[config.mk]
export PLATFORM = sky130hd
export DESIGN_NAME = dda_line_rasterizer_top
export DESIGN_NICKNAME = d
export VERILOG_FILES = /design/src/design/dda_pkg.sv /design/src/design/dda_ctrl.sv /design/src/design/dda_datapath.sv /design/src/design/dda_line_rasterizer_top.sv
export SDC_FILE = /design/constraint.sdc
export NUM_CORES = 1
export LEC_CHECK = 0
export BUFFER_PORTS_ARGS = -buffer_cell sky130_fd_sc_hd__clkbuf_2
export CORE_MARGIN = 2
export CORE_UTILIZATION = 40
export DETAILED_ROUTE_END_ITERATION = 7
export PLACE_DENSITY_LB_ADDON = 0.15
export REMOVE_ABC_BUFFERS = 1
export SETUP_SLACK_MARGIN = 0.3
export SLEW_MARGIN = 20
export SYNTH_ARGS = -nofsm -noshare
export SYNTH_HDL_FRONTEND = slang
export SYNTH_SLANG_ARGS = --single-unit
export TNS_END_PERCENT = 5
[constraint.sdc]
create_clock -name clk -period 4.6 [get_ports clk]
set_input_delay 0.46 -clock clk [delete_from_list [all_inputs] [get_ports clk]]
set_output_delay 0.46 -clock clk [all_outputs]
set_load 0.05 [all_outputs]
[src/design/dda_pkg.sv]
// shared types and constants for the dda line rasterizer
// used by dda_ctrl, dda_datapath and dda_line_rasterizer_top; no dependencies
`default_nettype none

package dda_pkg;

  localparam int unsigned COORD_BITS_DEF = 10;
  localparam int unsigned FRAC_BITS_DEF  = 16;

  // action codes carried on in_tuser
  localparam logic ACT_START = 1'b0;
  localparam logic ACT_STEP  = 1'b1;

  typedef enum logic {
    ST_READY,
    ST_DIV
  } ctl_state_t;

  // controller to datapath commands
  typedef struct packed {
    logic start;     // start transaction accepted
    logic step;      // step transaction accepted
    logic div_run;   // run one divider iteration
    logic div_last;  // this iteration produces the final quotient bit
  } dda_cmd_t;

  // datapath to controller status
  typedef struct packed {
    logic reject;    // endpoints on the input lie behind the start
    logic out_busy;  // output register full and not drained this cycle
  } dda_status_t;

endpackage

`default_nettype wire

[src/design/dda_ctrl.sv]
// controller for the dda line rasterizer: input handshake and divider sequencing
// depends on dda_pkg
`default_nettype none

module dda_ctrl #(
  parameter int unsigned FRAC_BITS = dda_pkg::FRAC_BITS_DEF
) (
  input  wire logic                  clk,
  input  wire logic                  rst_n,
  input  wire logic                  in_tvalid,
  input  wire logic                  in_action,
  output logic                       in_tready,
  input  dda_pkg::dda_status_t       status,
  output dda_pkg::dda_cmd_t          cmd
);

  localparam int unsigned CNT_W = $clog2(FRAC_BITS + 1);
  localparam logic [CNT_W-1:0] CNT_LAST = CNT_W'(FRAC_BITS);

  dda_pkg::ctl_state_t state_r, state_nxt;
  logic [CNT_W-1:0]    cnt_r, cnt_nxt;
  logic                fire;

  always_ff @(posedge clk) begin
    if (!rst_n) begin
      state_r <= dda_pkg::ST_READY;
      cnt_r   <= '0;
    end else begin
      state_r <= state_nxt;
      cnt_r   <= cnt_nxt;
    end
  end

  always_comb begin
    state_nxt    = state_r;
    cnt_nxt      = cnt_r;
    in_tready    = 1'b0;
    fire         = 1'b0;
    cmd          = '0;
    case (state_r)
      dda_pkg::ST_READY: begin
        in_tready = !status.out_busy;
        fire      = in_tvalid && in_tready;
        cmd.start = fire && (in_action == dda_pkg::ACT_START);
        cmd.step  = fire && (in_action == dda_pkg::ACT_STEP);
        if (cmd.start && !status.reject) begin
          state_nxt = dda_pkg::ST_DIV;
          cnt_nxt   = '0;
        end
      end
      dda_pkg::ST_DIV: begin
        cmd.div_run  = 1'b1;
        cmd.div_last = (cnt_r == CNT_LAST);
        if (cmd.div_last) begin
          state_nxt = dda_pkg::ST_READY;
          cnt_nxt   = '0;
        end else begin
          cnt_nxt = cnt_r + 1'b1;
        end
      end
      default: begin
        state_nxt = dda_pkg::ST_READY;
        cnt_nxt   = '0;
      end
    endcase
  end

`ifndef SYNTHESIS
  a_no_accept_in_div: assert property (@(posedge clk) disable iff (!rst_n)
    (state_r == dda_pkg::ST_DIV) |-> !in_tready)
    else $error("input accepted while divider running");

  a_cnt_range: assert property (@(posedge clk) disable iff (!rst_n)
    cnt_r <= CNT_LAST)
    else $error("divider count out of range");

  a_div_follows_start: assert property (@(posedge clk) disable iff (!rst_n)
    (cmd.start && !status.reject) |=> (state_r == dda_pkg::ST_DIV) && (cnt_r == '0))
    else $error("accepted start did not launch divider");
`endif

endmodule

`default_nettype wire

[src/design/dda_datapath.sv]
// datapath for the dda line rasterizer: line state, serial divider, output register
// depends on dda_pkg
`default_nettype none

module dda_datapath #(
  parameter int unsigned COORD_BITS = dda_pkg::COORD_BITS_DEF,
  parameter int unsigned FRAC_BITS  = dda_pkg::FRAC_BITS_DEF
) (
  input  wire logic                  clk,
  input  wire logic                  rst_n,
  input  wire logic [COORD_BITS-1:0] start_x,
  input  wire logic [COORD_BITS-1:0] start_y,
  input  wire logic [COORD_BITS-1:0] end_x,
  input  wire logic [COORD_BITS-1:0] end_y,
  input  dda_pkg::dda_cmd_t          cmd,
  output dda_pkg::dda_status_t       status,
  input  wire logic                  out_tready,
  output logic                       out_valid,
  output logic [COORD_BITS-1:0]      pixel_x,
  output logic [COORD_BITS-1:0]      pixel_y,
  output logic                       pixel_last,
  output logic                       pixel_idle,
  output logic                       pixel_rejected
);

  localparam int unsigned ACC_W  = COORD_BITS + FRAC_BITS;
  localparam int unsigned STEP_W = FRAC_BITS + 1;
  localparam logic [ACC_W-1:0] HALF_LSB = ACC_W'(1) << (FRAC_BITS - 1);

  // line state
  logic                  active_r;
  logic                  major_is_y_r;
  logic [COORD_BITS-1:0] major_pos_r;
  logic [COORD_BITS-1:0] major_end_r;
  logic [ACC_W-1:0]      minor_acc_r;
  logic [STEP_W-1:0]     minor_step_r;

  // divider
  logic [COORD_BITS:0]   rem_r;
  logic [COORD_BITS-1:0] den_r;
  logic [STEP_W-1:0]     quo_r;

  // output register
  logic                  out_valid_r;
  logic [COORD_BITS-1:0] px_r, py_r;
  logic                  last_r, idle_r, rej_r;

  // start decode
  logic [COORD_BITS-1:0] dx, dy, major_len, minor_len, minor_start;
  logic                  go_y;

  // step path
  logic [COORD_BITS-1:0] pos_inc;
  logic [ACC_W-1:0]      acc_inc, acc_round;
  logic [COORD_BITS-1:0] minor_rnd;
  logic [COORD_BITS-1:0] step_px, step_py;

  // divider iteration
  logic                  div_ge;
  logic [COORD_BITS:0]   rem_sub;
  logic [STEP_W-1:0]     quo_nxt;

  always_comb begin
    status.reject   = (end_x < start_x) || (end_y < start_y);
    status.out_busy = out_valid_r && !out_tready;

    dx   = end_x - start_x;
    dy   = end_y - start_y;
    go_y = dy > dx;
    if (go_y) begin
      major_len   = dy;
      minor_len   = dx;
      minor_start = start_x;
    end else begin
      major_len   = dx;
      minor_len   = dy;
      minor_start = start_y;
    end

    pos_inc   = major_pos_r + 1'b1;
    acc_inc   = minor_acc_r + ACC_W'(minor_step_r);
    acc_round = acc_inc + HALF_LSB;
    minor_rnd = acc_round[ACC_W-1:FRAC_BITS];
    if (major_is_y_r) begin
      step_px = minor_rnd;
      step_py = pos_inc;
    end else begin
      step_px = pos_inc;
      step_py = minor_rnd;
    end

    div_ge  = rem_r >= {1'b0, den_r};
    rem_sub = div_ge ? (rem_r - {1'b0, den_r}) : rem_r;
    quo_nxt = {quo_r[STEP_W-2:0], div_ge};
  end

  // control state
  always_ff @(posedge clk) begin
    if (!rst_n) begin
      active_r    <= 1'b0;
      out_valid_r <= 1'b0;
    end else begin
      if (cmd.start) begin
        active_r <= !status.reject && (major_len != '0);
      end else if (cmd.step && active_r && (pos_inc == major_end_r)) begin
        active_r <= 1'b0;
      end
      if (cmd.start || cmd.step) begin
        out_valid_r <= 1'b1;
      end else if (out_tready) begin
        out_valid_r <= 1'b0;
      end
    end
  end

  // line state, divider and result payload
  always_ff @(posedge clk) begin
    if (!rst_n) begin
      major_is_y_r <= 1'b0;
      major_pos_r  <= '0;
      major_end_r  <= '0;
      minor_acc_r  <= '0;
      minor_step_r <= '0;
    end else begin
      if (cmd.start && !status.reject) begin
        major_is_y_r <= go_y;
        major_pos_r  <= go_y ? start_y : start_x;
        major_end_r  <= go_y ? end_y : end_x;
        minor_acc_r  <= {minor_start, FRAC_BITS'(0)};
      end else if (cmd.step && active_r) begin
        major_pos_r <= pos_inc;
        minor_acc_r <= acc_inc;
      end
      if (cmd.div_last) begin
        minor_step_r <= (den_r == '0) ? '0 : quo_nxt;
      end
    end
  end

  always_ff @(posedge clk) begin
    if (cmd.start) begin
      rem_r <= {1'b0, minor_len};
      den_r <= major_len;
      quo_r <= '0;
    end else if (cmd.div_run) begin
      rem_r <= {rem_sub[COORD_BITS-1:0], 1'b0};
      quo_r <= quo_nxt;
    end
  end

  always_ff @(posedge clk) begin
    if (cmd.start) begin
      idle_r <= 1'b0;
      if (status.reject) begin
        px_r   <= '0;
        py_r   <= '0;
        last_r <= 1'b0;
        rej_r  <= 1'b1;
      end else begin
        px_r   <= start_x;
        py_r   <= start_y;
        last_r <= (major_len == '0);
        rej_r  <= 1'b0;
      end
    end else if (cmd.step) begin
      rej_r <= 1'b0;
      if (active_r) begin
        px_r   <= step_px;
        py_r   <= step_py;
        last_r <= (pos_inc == major_end_r);
        idle_r <= 1'b0;
      end else begin
        px_r   <= '0;
        py_r   <= '0;
        last_r <= 1'b0;
        idle_r <= 1'b1;
      end
    end
  end

  assign out_valid      = out_valid_r;
  assign pixel_x        = px_r;
  assign pixel_y        = py_r;
  assign pixel_last     = last_r;
  assign pixel_idle     = idle_r;
  assign pixel_rejected = rej_r;

`ifndef SYNTHESIS
  a_flags_exclusive: assert property (@(posedge clk) disable iff (!rst_n)
    out_valid_r |-> !(idle_r && rej_r) && !(last_r && (idle_r || rej_r)))
    else $error("conflicting result flags");

  a_idle_zero: assert property (@(posedge clk) disable iff (!rst_n)
    (out_valid_r && (idle_r || rej_r)) |-> (px_r == '0) && (py_r == '0))
    else $error("idle or rejected result carries a pixel");

  a_last_ends_line: assert property (@(posedge clk) disable iff (!rst_n)
    (cmd.step && active_r && (pos_inc == major_end_r)) |=> !active_r && last_r)
    else $error("line still active after its last pixel");
`endif

endmodule

`default_nettype wire

[src/design/dda_line_rasterizer_top.sv]
// A step transaction (tuser = 1) is taken every cycle while the result side keeps
// up: the next pixel comes from one add on the major coordinate and one on the Q16
// minor accumulator, and lands in the output register. A start transaction
// (tuser = 0) returns its start pixel through the output register, then the
// increment minor/major is formed by a restoring divider that retires one quotient
// bit per cycle, and no further transaction is accepted until the divider has
// finished. A rejected start does not run the divider. Lines must run
// toward larger x and larger y; anything else comes back with the rejected flag.
//
// top level of the dda line rasterizer; depends on dda_pkg, dda_ctrl, dda_datapath
`default_nettype none

module dda_line_rasterizer_top #(
  parameter int unsigned COORD_BITS = dda_pkg::COORD_BITS_DEF,
  parameter int unsigned FRAC_BITS  = dda_pkg::FRAC_BITS_DEF,
  localparam int unsigned IN_W  = ((4 * COORD_BITS + 7) / 8) * 8,
  localparam int unsigned OUT_W = ((2 * COORD_BITS + 7) / 8) * 8
) (
  input  wire logic             clk,
  input  wire logic             rst_n,
  input  wire logic             in_tvalid,
  output logic                  in_tready,
  input  wire logic [IN_W-1:0]  in_tdata,   // start_x, start_y, end_x, end_y
  input  wire logic             in_tuser,   // action
  output logic                  out_tvalid,
  input  wire logic             out_tready,
  output logic [OUT_W-1:0]      out_tdata,  // pixel_x, pixel_y
  output logic                  out_tlast,  // last
  output logic [1:0]            out_tuser   // idle, rejected
);

  localparam int unsigned C = COORD_BITS;

  dda_pkg::dda_cmd_t    cmd;
  dda_pkg::dda_status_t status;
  logic [C-1:0]         pixel_x, pixel_y;
  logic                 pixel_idle, pixel_rejected;

  dda_ctrl #(
    .FRAC_BITS (FRAC_BITS)
  ) u_ctrl (
    .clk       (clk),
    .rst_n     (rst_n),
    .in_tvalid (in_tvalid),
    .in_action (in_tuser),
    .in_tready (in_tready),
    .status    (status),
    .cmd       (cmd)
  );

  dda_datapath #(
    .COORD_BITS (COORD_BITS),
    .FRAC_BITS  (FRAC_BITS)
  ) u_datapath (
    .clk            (clk),
    .rst_n          (rst_n),
    .start_x        (in_tdata[C-1:0]),
    .start_y        (in_tdata[2*C-1:C]),
    .end_x          (in_tdata[3*C-1:2*C]),
    .end_y          (in_tdata[4*C-1:3*C]),
    .cmd            (cmd),
    .status         (status),
    .out_tready     (out_tready),
    .out_valid      (out_tvalid),
    .pixel_x        (pixel_x),
    .pixel_y        (pixel_y),
    .pixel_last     (out_tlast),
    .pixel_idle     (pixel_idle),
    .pixel_rejected (pixel_rejected)
  );

  assign out_tdata = OUT_W'({pixel_y, pixel_x});
  assign out_tuser = {pixel_rejected, pixel_idle};

endmodule

`default_nettype wire

==> impl_metrics.yaml <==
outcome:
  outcome: "finished clean"
layout:
  layout-drive-gt1-share: 0.126
  final_core_util: 0.465
  nets: 1211
  area_growth_pct: 13.3
  fin_area_mm2: 0.0102
  diodes: 0
  n_fill_cell: 2148
global_route:
  grtUsageTotal: 0.217
  overflow: 0
  grt_pass1_vias: 7404
  grt_pass1_wl_um: 40600
  antenna_found_initial: 0
  grt_max_degree: 57
worst_hold_path:
  holdPathEnd: "u_datapath.pixel_y[8]"
  hp-class: "in2reg"
  worstHoldStart: "in_tdata[18]"
  min_path_cells: 2
setup_path:
  rr_endpoint: "u_datapath.pixel_x[9]"
  cp.arrival_ns: 4.12
  critPathMostFrequentCell: "ha_1"
  rrSetupSlack_ns: 0.66
  critPathMaxStageDelay_ns: 0.39
  crit_type: "reg2reg"
  cp_max_fo: 5
  crit_required_ns: 4.78
  rr_startpoint: "u_datapath.minor_step_r[0]"
  reg2reg_depth: 14
  startpoint_type: "flop"
  cp_slowest_cell: "fa_1"
  crit_chain: "ha_1, inv_1, fa_1, nand2b_1, a21oi_2, o211a_1, nor2_1, a21boi_2, ha_1, nor4bb_1, a41oi_2, and4bb_1, xnor2_1, a221o_1"
  crit_start: "u_datapath.minor_step_r[0]"
  end_kind: "flop"
die:
  dieHeight_um: 154
  core.rowCount: 54
  fp.coreArea_mm2: 0.0220
  die_x_um: 154
  start_util: 0.410
  die_area_mm2: 0.0237
  ioPinCount: 74
detailed_routing:
  ant_nets: 0
  drc: 0
  drt_wl_total_um: 25400
  wire_per_inst_um: 18.2
  vias_per_cell: 5.59
  drtIter0Drc: 526
  num_vias: 7793
  drtPass1Iterations: 6
sta:
  rsz0062_at_grt: "false"
  fin_worst_skew_ns: 0.0151
  min_period_over_period: 0.857
  slew_headroom: 0.439
  whs_ns: 0.393
  setup_violations: 0
  fmax_mhz: 254
  drv_slew: 0
  worstMarginPinSlew_ns: 0.839
  hold_violations: 0
  period_minus_slack_ns: 3.94
clock_tree:
  htree_levels: 4
  cts_buffers: 17
  clk_pin_slew_ns: 0.07
  cts_tree: "yes"
  clockBufferDepth: 2
  cts_num_sinks: 132
  clk_latency_ns: 0.43
  clockRootBuffer: "clkbuf_16"
synth:
  synth-edff-count: 42
  synth_area_leader_cell: "dfxtp_1"
  synth_async_sr_flop_share: 0
  synthCells: 1046
  seq_area_frac_synth: 0.340
  synth_area_leaders: "dfxtp_1 (20%), edfxtp_1 (14%), ha_1 (8.5%)"
  synth_most_common_cell: "nor2_1"
  syn_area_per_cell_um2: 8.61
  synth_common_cells: "nor2_1 (99), dfxtp_1 (90), a21oi_1 (88)"
  synthFlopType: "dfxtp_1"
  syn_area_mm2: 0.00901
  synth-seq-cells: 132
  ys.warnings.count: 0
  synthDistinctLibCells: 83
  yosysTopAreaCellShare: 0.200
run:
  cap_violations: 0
placed_design:
  place_congestion: 0.889
  port_buffers: 69
  dpl_cell_area_mm2: 0.00964
  dp_hpwl_um: 18900
power:
  ir_worst_vdd_uv: 237
  leakagePower_uw: 0.00427
  powerDensity_mw_per_mm2: 379
==> worst max path at each step <==
stage,slack [ns],to
final,0.66,u_datapath.pixel_x[9]
after global routing,0.34,u_datapath.pixel_last
after CTS,0.48,u_datapath.pixel_x[9]
after detailed placement,0.30,u_datapath.pixel_last
after global placement,0.33,u_datapath.pixel_last
after floorplan,-2.85,u_datapath.pixel_last
==> per-stage QoR <==
stage | cells | total power [uW] | setup WS [ns] | setup TNS (ns)
finish | 1394 | 3870 | 0.657 | 0
global route | 1394 | 4080 | 0.339 | 0
CTS | 1394 | 3890 | 0.485 | 0
detailed placement | 1362 | 2560 | 0.301 | 0
global placement | 1362 | 2560 | 0.326 | 0
floorplan | 995 | 2290 | -2.85 | -128.50
==> layout make-up <==
class	count	area [um^2]	area share
clock inverter	13	111	0.0109
multi-input combinational	800	5500	0.539
timing repair buffer	87	493	0.0483
tap	280	350	0.0343
clock buffer	19	454	0.0445
sequential	132	3060	0.300
inverter	63	236	0.0232
==> report_power, final <==
group / leakage, uW / switching (uW) / internal (uW)
Clock: 0.000279 / 585 / 739
Combinational: 0.00285 / 738 / 474
Sequential: 0.00114 / 39.7 / 1290
==> cell families after synthesis <==
kind of cell | synth area share
buffers and inverters | 0.0525
multiplexers | 0.0390
AND/OR/NAND/NOR | 0.185
XOR/XNOR | 0.0612
adder cells (fa/ha/maj) | 0.0936
flip-flops | 0.340
AO/OA/AOI/OAI | 0.229
other | 0.000416
==> layer usage <==
layer	wire length, um	track usage
met1	12500	0.304
met2	11300	0.342
met3	1010	0.0330
met4	527	0.0685
met5	0	0
==> timing repair <==
action / in CTS / in global routing
setup endpoints to repair: 0 / 4
buffers inserted: 0 / 0
gates resized for setup: 0 / 1
hold buffers: 0 / 0
==> sequential cells by signal (all words and copies together), names as in the netlist, 5 cells and up <==
signal	count
u_datapath.minor_acc_r	26
u_datapath.major_pos_r	10
u_ctrl.cnt_r	5
u_datapath.den_r	10
u_datapath.pixel_y	10
u_datapath.quo_r	16
u_datapath.minor_step_r	17
u_datapath.pixel_x	10
u_datapath.rem_r	11
u_datapath.major_end_r	10
==> worst max-delay path, delay by kind of cell (launching register included) <==
kind,cells,cell delay [ns]
compound gates,5,1.32
simple gates,4,0.99
fa+ha+maj,3,0.87
flops,1,0.34
xor+xnor,1,0.10
buf+inv,1,0.06
==> placed cells by master, fill, tap and decap left out, types with 17 or more instances in the layout <==
cell	n
mux2i_1	34
xor2_1	22
edfxtp_1	42
nor2_1	99
clkbuf_16	18
a22oi_1	21
nand3_1	20
nor2b_1	52
clkbuf_2	69
buf_4	17
o21ai_0	43
dfxtp_1	90
xnor2_1	41
nand2_1	78
ha_1	61
inv_1	63
a21oi_1	87
(Power assumes the default switching activity.)
